$ cat src/design/cfbl_ram.sv
// generic simple dual-port ram with registered read
module cfbl_ram #(
   parameter int WIDTH = 8,
   parameter int DEPTH = 16
) (
   input  logic                     clock,
   input  logic                     we,
   input  logic [$clog2(DEPTH)-1:0] waddr,
   input  logic [WIDTH-1:0]         wdata,
   input  logic                     re,
   input  logic [$clog2(DEPTH)-1:0] raddr,
   output logic [WIDTH-1:0]         rdata
);

   logic [WIDTH-1:0] mem_ff [DEPTH];
   logic [WIDTH-1:0] rdata_ff;

   always_ff @(posedge clock) begin
      if (we) begin
         mem_ff[waddr] <= wdata;
      end
      if (re) begin
         rdata_ff <= mem_ff[raddr];
      end
   end

   assign rdata = rdata_ff;

endmodule

$ cat config.mk
export PLATFORM = sky130hd
export DESIGN_NAME = cfbl_ram
export DESIGN_NICKNAME = d
export VERILOG_FILES = /design/src/design/cfbl_ram.sv
export SDC_FILE = /design/constraint.sdc
export NUM_CORES = 1
export LEC_CHECK = 0
export ABC_AREA = 1
export BUFFER_PORTS_ARGS = -buffer_cell sky130_fd_sc_hd__buf_2
export CORE_ASPECT_RATIO = 2
export CORE_UTILIZATION = 40
export DETAILED_ROUTE_END_ITERATION = 6
export SKIP_CTS_REPAIR_TIMING = 1
export SYNTH_ARGS = -nofsm -noshare
export SYNTH_HDL_FRONTEND = slang
export SYNTH_SLANG_ARGS = --single-unit
$ cat constraint.sdc
create_clock -name clock -period 1.51 [get_ports clock]
set_clock_uncertainty 0.2 [all_clocks]
set_input_delay 0.2265 -clock clock [delete_from_list [all_inputs] [get_ports clock]]
set_output_delay 0.2265 -clock clock [all_outputs]
set_load 0.005 [all_outputs]
# After elaboration in Yosys (flattened, before gate mapping)

Memories as Yosys holds them, arrays and structs flattened. A register that Yosys moved wholly into a read port is not among the register bits.
Cells that the tools add are included.

Bits in registers: 0
RAM bits: 128
Input bits: 19
Output and inout bits: 8
Word-level logic and storage cells: 3
Memories: 1

Mux-type cells: 2

Memories:

| memory | words | bits a word | rd ports | clocked after Yosys merged registers in | wr ports | line | RTL |
|---|---|---|---|---|---|---|---|
| mem_ff | 16    | 8           | 1        | 1                                       | 1        | 15   | `logic [WIDTH-1:0] mem_ff [DEPTH];` |

Operator list:

| kind              | number |
|---|---|
| 1-bit two-way mux | 2 |

# Logic depth before layout (Yosys ltp)

Gate-level depths: netlist of the first run.

Word-level depth: 2
Gate-level depth with buffers: 8
Gate-level depth less buffers: 7

# Worst setup path after synthesis of the first run

No wires, ideal clock.

Path type: input to register
Start: input waddr[2]
End: memory mem_ff[10][0] (enable)
Library setup time: 0.370 ns
Arrival time: 0.807 ns
Data required time: 0.940 ns
Slack: 0.133 ns
Cell stages on the path: 2
Buffers on the path: 0
Path through: nand3b_1 > nor2_1

RTL lines:

| item               | line | RTL |
|---|---|---|
| start: declaration | 8    | `input logic [$clog2(DEPTH)-1:0] waddr,` |
| end: declaration   | 15   |  |

Straight into the memory's write port.

==> results of run 1 <==
metrics by stage:
step                util [%]  worst slack, ns  cell area (um2)
finish                 47.93           0.1018             6879
global route           47.93          0.02915             6879
CTS                    47.86          0.07255             6869
detailed placement     43.78          -0.2259             6284
global placement       43.78          -0.1996             6284
floorplan                  -           0.1327             5847
registers in the layout (all words and copies together), names as in the netlist:
signal / count
mem_ff: 128
rdata: 8
worst max path at each step:
stage                  start            end  slack [ns]
2_1_floorplan       waddr[2]  mem_ff[10][0]        0.13
3_3_place_gp        raddr[0]       rdata[3]       -0.20
3_5_place_dp        raddr[0]       rdata[3]       -0.23
4_1_cts             rdata[2]       rdata[2]        0.07
5_1_grt        mem_ff[15][3]       rdata[3]        0.03
6_report       mem_ff[14][3]       rdata[3]        0.10
final cells by class:
cell class / count / area (um2)
Multi-Input combinational cell: 289 / 1214
Clock buffer: 18 / 429.2
Clock inverter: 13 / 156.4
Timing Repair Buffer: 53 / 372.9
Fill cell: 1343 / 7472
Inverter: 102 / 382.9
Sequential cell: 136 / 4084
Tap cell: 192 / 240.2
logic make-up (layout without fill, tap and decap cells):
| group | after synthesis | count (layout) |
|---|---|---|
| buffers and inverters | 126 | 186 |
| flip-flops | 136 | 136 |
| AND/OR/NAND/NOR | 289 | 289 |
synth_stat cells:
library cell,number,area share (%)
buf_4,4,0.51
nor2_1,17,1.1
buf_2,13,1.1
nand3_1,97,8.3
buf_1,1,0.064
inv_1,100,6.4
buf_6,6,1.2
edfxtp_1,136,70
nand2_1,173,11
nand3b_1,2,0.26
inv_2,2,0.13
layer usage:
metal	vias to the layer above	wire [um]	GRT usage [%]
met4	0	850	15.10
met3	37	452	3.866
met1	1837	4884	19.69
met2	82	7578	35.81
li1	1873	-	-
met5	-	0	0
where the power goes:
group / leakage [nW] / internal [mW] / total [mW] / switching (mW)
clock network: 0.275 / 2.57 / 4.06 / 1.49
registers: 1.24 / 4.26 / 4.28 / 0.0243
logic: 1.45 / 0.164 / 0.535 / 0.371
total: 2.96 / 6.99 / 8.87 / 1.88
==> impl_metrics.yaml, run 1 <==
outcome:
  status: "complete, no violations"
worst_setup_path:
  reg2reg_to: "rdata[3]"
  critPathSlowestCell: "edfxtp_1"
  crit_family: "simple AND/OR/NAND/NOR gates"
  critPathBufInv: 1
  crit_path_frequent_cell: "nand3_1"
  start_kind: "flop"
  cp.arrival_ns: 1.37
  rr_startpoint: "mem_ff[14][3]"
  r2r_cells: 6
  critPathMaxStageDelay_ns: 0.35
  crit_cells: 6
  endpoint_kind: "flop"
  crit_type: "reg -> reg"
  rrSetupSlack_ns: 0.10
  crit_required_ns: 1.48
  critPathMaxFanout: 1
  crit_chain: "inv_1, nand2_1, nand3_1, nand3_1, nand3_1, nand2_1"
clock_network:
  clk_pin_slew_worst_paths_ns: 0.06
  numCtsBuffers: 17
  htree_num_levels: 4
  cts_tree: "yes"
  clock_latency_ns: 0.41
  cts_root_buf: "clkbuf_16"
  cts_buffer_depth: 2
  clock_sinks: 136
detailed_routing:
  via_per_inst: 4.768
  wl_per_cell_um: 17.14
  wirelength_mm: 13.77
  drc: 0
  vias: 3829
  detail-route-antenna-nets: 0
  drtIter0Drc: 254
  first_pass_iters: 4
sta:
  slew_viol_final: 0
  hold_violations: 0
  slew_headroom_pct: 59.05
  fmax_mhz: 710.1
  setup_viol: 0
  holdWs_ns: 0.02914
  fin_crit_sh_pct: 93.26
  worst_slew_pin_slew_ns: 0.6134
  rsz0062_at_grt: "false"
  period_minus_slack_ns: 1.408
  fin_setup_tns_ns: 0
power:
  power_mw: 8.870
  worst_ir_drop_vdd_v: 0.0007345
  powerDensity_mw_per_mm2: 1289
  p_leak_nw: 2.958
final_layout:
  drive_gt1_share_pct: 13.58
  area_growth_syn_to_layout_pct: 17.65
  final_cell_mix: "nand2_1, edfxtp_1, inv_1"
  nets: 618
  final_common_cell: "nand2_1"
  diodes: 0
  stdcell_count: 803
global_route:
  gr-total-overflow: 0
  grt_pass1_wl_mm: 21.22
  antenna_found_initial: 0
  grt_pass1_vias: 3925
  track_usage_pct: 20.09
  grt_max_degree: 50
logic_synthesis:
  synthSimpleGateAreaFrac_pct: 20.76
  synth_seq_cells: 136
  synthesis.nets: 570
  synthCells: 551
  synthMuxAreaShare_pct: 0
  synth_top_family_by_area: "simple AND/OR/NAND/NOR gates"
  synth-xor-area-share_pct: 0
  yosys_warnings: 0
  syn_area_per_cell_um2: 10.61
  synth_cell_type_count: 11
  synth-compound-area-share_pct: 0
  synth_area_mm2: 0.005847
  yosys.area_share.adder_pct: 0
  ys_seq_area_share_pct: 69.85
placement:
  placement.io_buffers: 26
  dp_cells: 771
  place_hpwl_mm: 9.333
  gp_congestion: 0.8356
floorplan:
  ios: 27
  coreArea_mm2: 0.01435
  initial_core_util_pct: 40.74
  die_y_um: 173.0
  chipWidth_um: 87.49
  floorplan.die_area_mm2: 0.01513
  fp-row-count: 62
worst_hold_path:
  hold_start: "wdata[1]"
  holdCritPathClass: "in -> reg"
  hold_depth: 1
  holdPathEnd: "mem_ff[7][1]"
run:
  drv_cap: 0
Power figures use the tool's default switching activity.
==> inputs of run 2 (changes only) <==
CORE_MARGIN = 10   (was unset)
RECOVER_POWER = 25   (was unset)
==> impl_metrics.yaml, run 2 (same netlist as run 1, synthesis figures left out) <==
outcome:
  status: "complete, no violations"
final_layout:
  drive_gt1_share_pct: 12.72
  final_cell_mix: "nand2_1, edfxtp_1, inv_1"
  n_fill_cell: 1294
  area_growth_syn_to_layout_pct: 17.91
  diodes: 0
  largest-register: "mem_ff"
  multi_input_area_mm2: 0.001214
  final_common_cell: "nand2_1"
  seq_area_mm2: 0.004084
  nets: 619
  largest_register_ffs: 128
detailed_routing:
  vias: 3783
  detail-route-antenna-nets: 0
  wl_per_cell_um: 16.35
  via_per_inst: 4.699
  wirelength_mm: 13.16
  drc: 0
  drtIter0Drc: 330
  first_pass_iters: 4
worst_setup_path:
  reg2reg_to: "rdata[2]"
  crit_cells: 1
  critPathBufInv: 1
  critPathSlowestCell: "edfxtp_1"
  crit_required_ns: 1.08
  r2r_cells: 6
  timing.critical_path.from: "rdata[4]"
  start_kind: "flop"
  crit_type: "reg -> out"
  crit_chain: "buf_2"
  cp.arrival_ns: 0.96
  critPathMaxFanout: 1
  rr_startpoint: "mem_ff[1][2]"
  rrSetupSlack_ns: 0.20
  crit_family: "flip-flops"
  critPathMaxStageDelay_ns: 0.39
  endpoint_kind: "output pin"
power:
  sw_frac_of_total_pct: 20.53
  power_mw: 9.010
  p_leak_nw: 2.962
  seqPwrFrac_pct: 47.5
  p_sw_mw: 1.850
  p_clk_share_pct: 46.9
  powerDensity_mw_per_mm2: 1307
  worst_ir_drop_vdd_v: 0.0007305
  p_int_mw: 7.160
  comb_power_share_pct: 5.6
sta:
  slew_headroom_pct: 49.13
  fmax_mhz: 722.4
  period_minus_slack_ns: 1.384
  rsz0062_at_grt: "false"
  slew_viol_final: 0
  fin_setup_tns_ns: 0
  worst_slew_pin_slew_ns: 0.7630
  setup_viol: 0
  hold_violations: 0
  holdWs_ns: 0.03581
  fin_crit_sh_pct: 91.68
clock_network:
  htree_num_levels: 4
  cts_root_buf: "clkbuf_16"
  cts_tree: "yes"
  clock_latency_ns: 0.42
  numCtsBuffers: 17
  clk_pin_slew_worst_paths_ns: 0.06
  clock_sinks: 136
  cts_buffer_depth: 2
global_route:
  grt_max_degree: 51
  grt_pass1_vias: 4015
  grt_pass1_wl_mm: 20.96
  antenna_found_initial: 0
  gr-total-overflow: 0
  track_usage_pct: 13.75
run:
  drv_cap: 0
worst_hold_path:
  hold_depth: 1
  hold_start: "wdata[2]"
  holdPathEnd: "mem_ff[14][2]"
  holdCritPathClass: "in -> reg"
placement:
  gp_congestion: 0.8176
  place_hpwl_mm: 8.745
  placement.io_buffers: 26
floorplan:
  ios: 27
  fp-row-count: 62
  coreArea_mm2: 0.01435
  floorplan.die_area_mm2: 0.02015
  die_y_um: 191.0
  initial_core_util_pct: 40.74
  chipWidth_um: 105.5
## run 2: cell count changes in the layout (fill, tap and decap cells not counted), sizes merged
cell,delta
buf,-4
bufinv,+1
clkbuf,+6
clkinv,+1
clkinvlp,-2
## run 2: how the worst max path moves through the flow
stage                     to  slack [ns]
4_1_cts             rdata[4]         0.1
6_report            rdata[4]        0.13
2_1_floorplan  mem_ff[10][0]        0.13
5_1_grt             rdata[2]        0.07
3_3_place_gp        rdata[2]       -0.15
3_5_place_dp        rdata[2]       -0.19
## run 2: worst reg2reg max path, stage by stage, from the launching register on
cell	delay (ns)
edfxtp_1	0.37
inv_1	0.07
nand2_1	0.05
nand3_1	0.08
nand3_1	0.09
nand3_1	0.12
nand2_1	0.09
## run 2: metrics by stage
stage / setup slack (ns) / cells / cell area (um2) / utilization (%)
2_1_floorplan: 0.1327 / 551 / 5847 / -
3_3_place_gp: -0.1531 / 772 / 6279 / 43.75
6_report: 0.1256 / 805 / 6894 / 48.04
4_1_cts: 0.09663 / 804 / 6890 / 48.01
5_1_grt: 0.06545 / 805 / 6894 / 48.04
3_5_place_dp: -0.1868 / 772 / 6279 / 43.75
## run 2: power groups by stage
stage	registers, mW	clock network [mW]	logic (mW)
4_1_cts	4.28	4.29	0.515
5_1_grt	4.28	4.46	0.572
3_3_place_gp	4.35	0	0.504
3_5_place_dp	4.35	0	0.512
6_report	4.28	4.23	0.507
2_1_floorplan	4.35	0	0.298
## run 2: final cells by class
cell class	instances	area share, %
inverters	102	5.554
well taps	192	3.485
flip-flops and latches	136	59.24
repair buffers	54	5.245
clock inverters	13	2.595
multi-input cells	289	17.60
clock buffers	19	6.279
## run 2: routing by layer
| layer | vias up | track usage [%] | share of wire, % |
|---|---|---|---|
| li1 | 1876 | - | - |
| met5 | - | 0 | 0 |
| met3 | 29 | 3.744 | 3.6 |
| met1 | 1790 | 13.37 | 37 |
| met2 | 88 | 24.70 | 55 |
| met4 | 0 | 9.215 | 4.0 |
==> inputs of run 3 (changes only) <==
CORE_UTILIZATION = 60   (was 40)
HOLD_SLACK_MARGIN = 0.08   (was unset)
PLACE_DENSITY = 0.78   (was unset)
==> impl_metrics.yaml, run 3 (same netlist as run 1, synthesis figures left out) <==
worst_setup_path:
  crit_family: "flip-flops"
  critPathMaxStageDelay_ns: 0.43
  critPathBufInv: 1
  r2r_cells: 6
  crit_type: "reg -> out"
  cp.arrival_ns: 1.00
  rrSetupSlack_ns: 0.11
  rr_startpoint: "mem_ff[7][3]"
  crit_chain: "buf_2"
  reg2reg_to: "rdata[3]"
  critPathSlowestCell: "edfxtp_1"
  critPathMaxFanout: 1
  crit_required_ns: 1.08
  endpoint_kind: "output pin"
  start_kind: "flop"
final_layout:
  area_growth_syn_to_layout_pct: 17.74
  drive_gt1_share_pct: 11.29
  n_fill_cell: 652
  diodes: 0
  nets: 626
  largest-register: "mem_ff"
  largest_register_ffs: 128
  final_common_cell: "nand2_1"
  final_cell_mix: "nand2_1, edfxtp_1, inv_1"
  stdcell_count: 752
global_route:
  grt_pass1_wl_mm: 21.08
  track_usage_pct: 19.40
  gr-total-overflow: 0
  grt_pass1_vias: 3986
  antenna_found_initial: 0
  grt_max_degree: 35
placement:
  place_hpwl_mm: 8.950
  gp_congestion: 0.8753
  dp_slack_ns: -0.2025
  placement.io_buffers: 26
  dp_cells: 711
sta:
  rsz0062_at_grt: "false"
  fin_crit_sh_pct: 94.59
  worst_slew_pin_slew_ns: 0.6039
  fin_setup_tns_ns: 0
  fmax_mhz: 700.2
  hold_violations: 0
  slew_viol_final: 0
  setup_ws_ns: 0.08177
  period_minus_slack_ns: 1.428
  slew_headroom_pct: 59.68
  holdWs_ns: 0.1206
  setup_viol: 0
power:
  worst_ir_drop_vdd_v: 0.001114
  comb_power_share_pct: 6.3
  p_int_mw: 7.015
  powerDensity_mw_per_mm2: 1292
  p_clk_share_pct: 45.6
  seqPwrFrac_pct: 48.1
  p_leak_nw: 2.956
  p_sw_mw: 1.876
  sw_frac_of_total_pct: 21.10
worst_hold_path:
  holdCritPathClass: "in -> reg"
  hold_start: "raddr[3]"
  holdPathEnd: "rdata[1]"
  hold_depth: 4
floorplan:
  initial_core_util_pct: 60.68
  fp-row-count: 51
  die_y_um: 159.6
  chipWidth_um: 89.80
  ios: 27
  floorplan.die_area_mm2: 0.01433
  coreArea_mm2: 0.009635
run:
  drv_cap: 0
detailed_routing:
  drc: 0
  vias: 3957
  first_pass_iters: 6
  wl_per_cell_um: 17.63
  via_per_inst: 5.262
  wirelength_mm: 13.26
  detail-route-antenna-nets: 0
  drtIter0Drc: 355
clock_network:
  clock_sinks: 136
  clk_pin_slew_worst_paths_ns: 0.06
  numCtsBuffers: 17
  cts_buffer_depth: 2
  clock_latency_ns: 0.42
  cts_tree: "yes"
  cts_root_buf: "clkbuf_16"
  htree_num_levels: 4
outcome:
  status: "complete, no violations"
==> run 3: cell count changes in the layout (fill, tap and decap cells not counted), sizes merged <==
| cell | change |
|---|---|
| buf | -8 |
| dlygate4sd3 | +8 |
| clkbuf | +7 |
| clkinvlp | +2 |
| bufinv | -1 |
| clkinv | -1 |
==> run 3: power groups by stage <==
stage                     sequential [mW]  combinational (mW)  clock, mW
final                                4.28               0.558       4.05
after global routing                 4.28               0.618       4.30
after CTS                            4.28               0.547       4.09
after detailed placement             4.36               0.544          0
after global placement               4.35               0.531          0
after floorplan                      4.35               0.298          0
==> run 3: worst max-delay path by stage <==
stage / start / to / cells past startpoint
after CTS: rdata[4] / rdata[4] / 1
after detailed placement: raddr[0] / rdata[0] / 9
after global routing: mem_ff[15][7] / rdata[7] / 6
final: rdata[4] / rdata[4] / 1
after global placement: raddr[0] / rdata[0] / 9
after floorplan: waddr[2] / mem_ff[10][0] / 2
==> run 3: routing by layer <==
layer	part of all wire (%)	up-vias	routed length (um)	global-route usage [%]
met5	0	-	0	0
met4	5.4	0	718	12.94
met3	4.4	41	589	3.683
met2	56	145	7390	35.46
met1	34	1880	4561	19.10
li1	-	1891	-	-
==> run 3: stage by stage <==
stage	power (mW)	area (um2)	util, %
floorplan	4.651	5847	-
global placement	4.884	6246	64.82
detailed placement	4.901	6246	64.82
CTS	8.913	6834	70.93
global route	9.201	6884	71.45
finish	8.891	6884	71.45
==> run 3: area by class of cell <==
class / count / area (um2) / area share, %
tap: 132 / 165.2 / 2.399
sequential: 136 / 4084 / 59.32
clock inverter: 13 / 155.1 / 2.254
multi-input combinational: 289 / 1214 / 17.63
inverter: 102 / 382.9 / 5.562
clock buffer: 19 / 432.9 / 6.289
timing repair buffer: 61 / 450.4 / 6.543
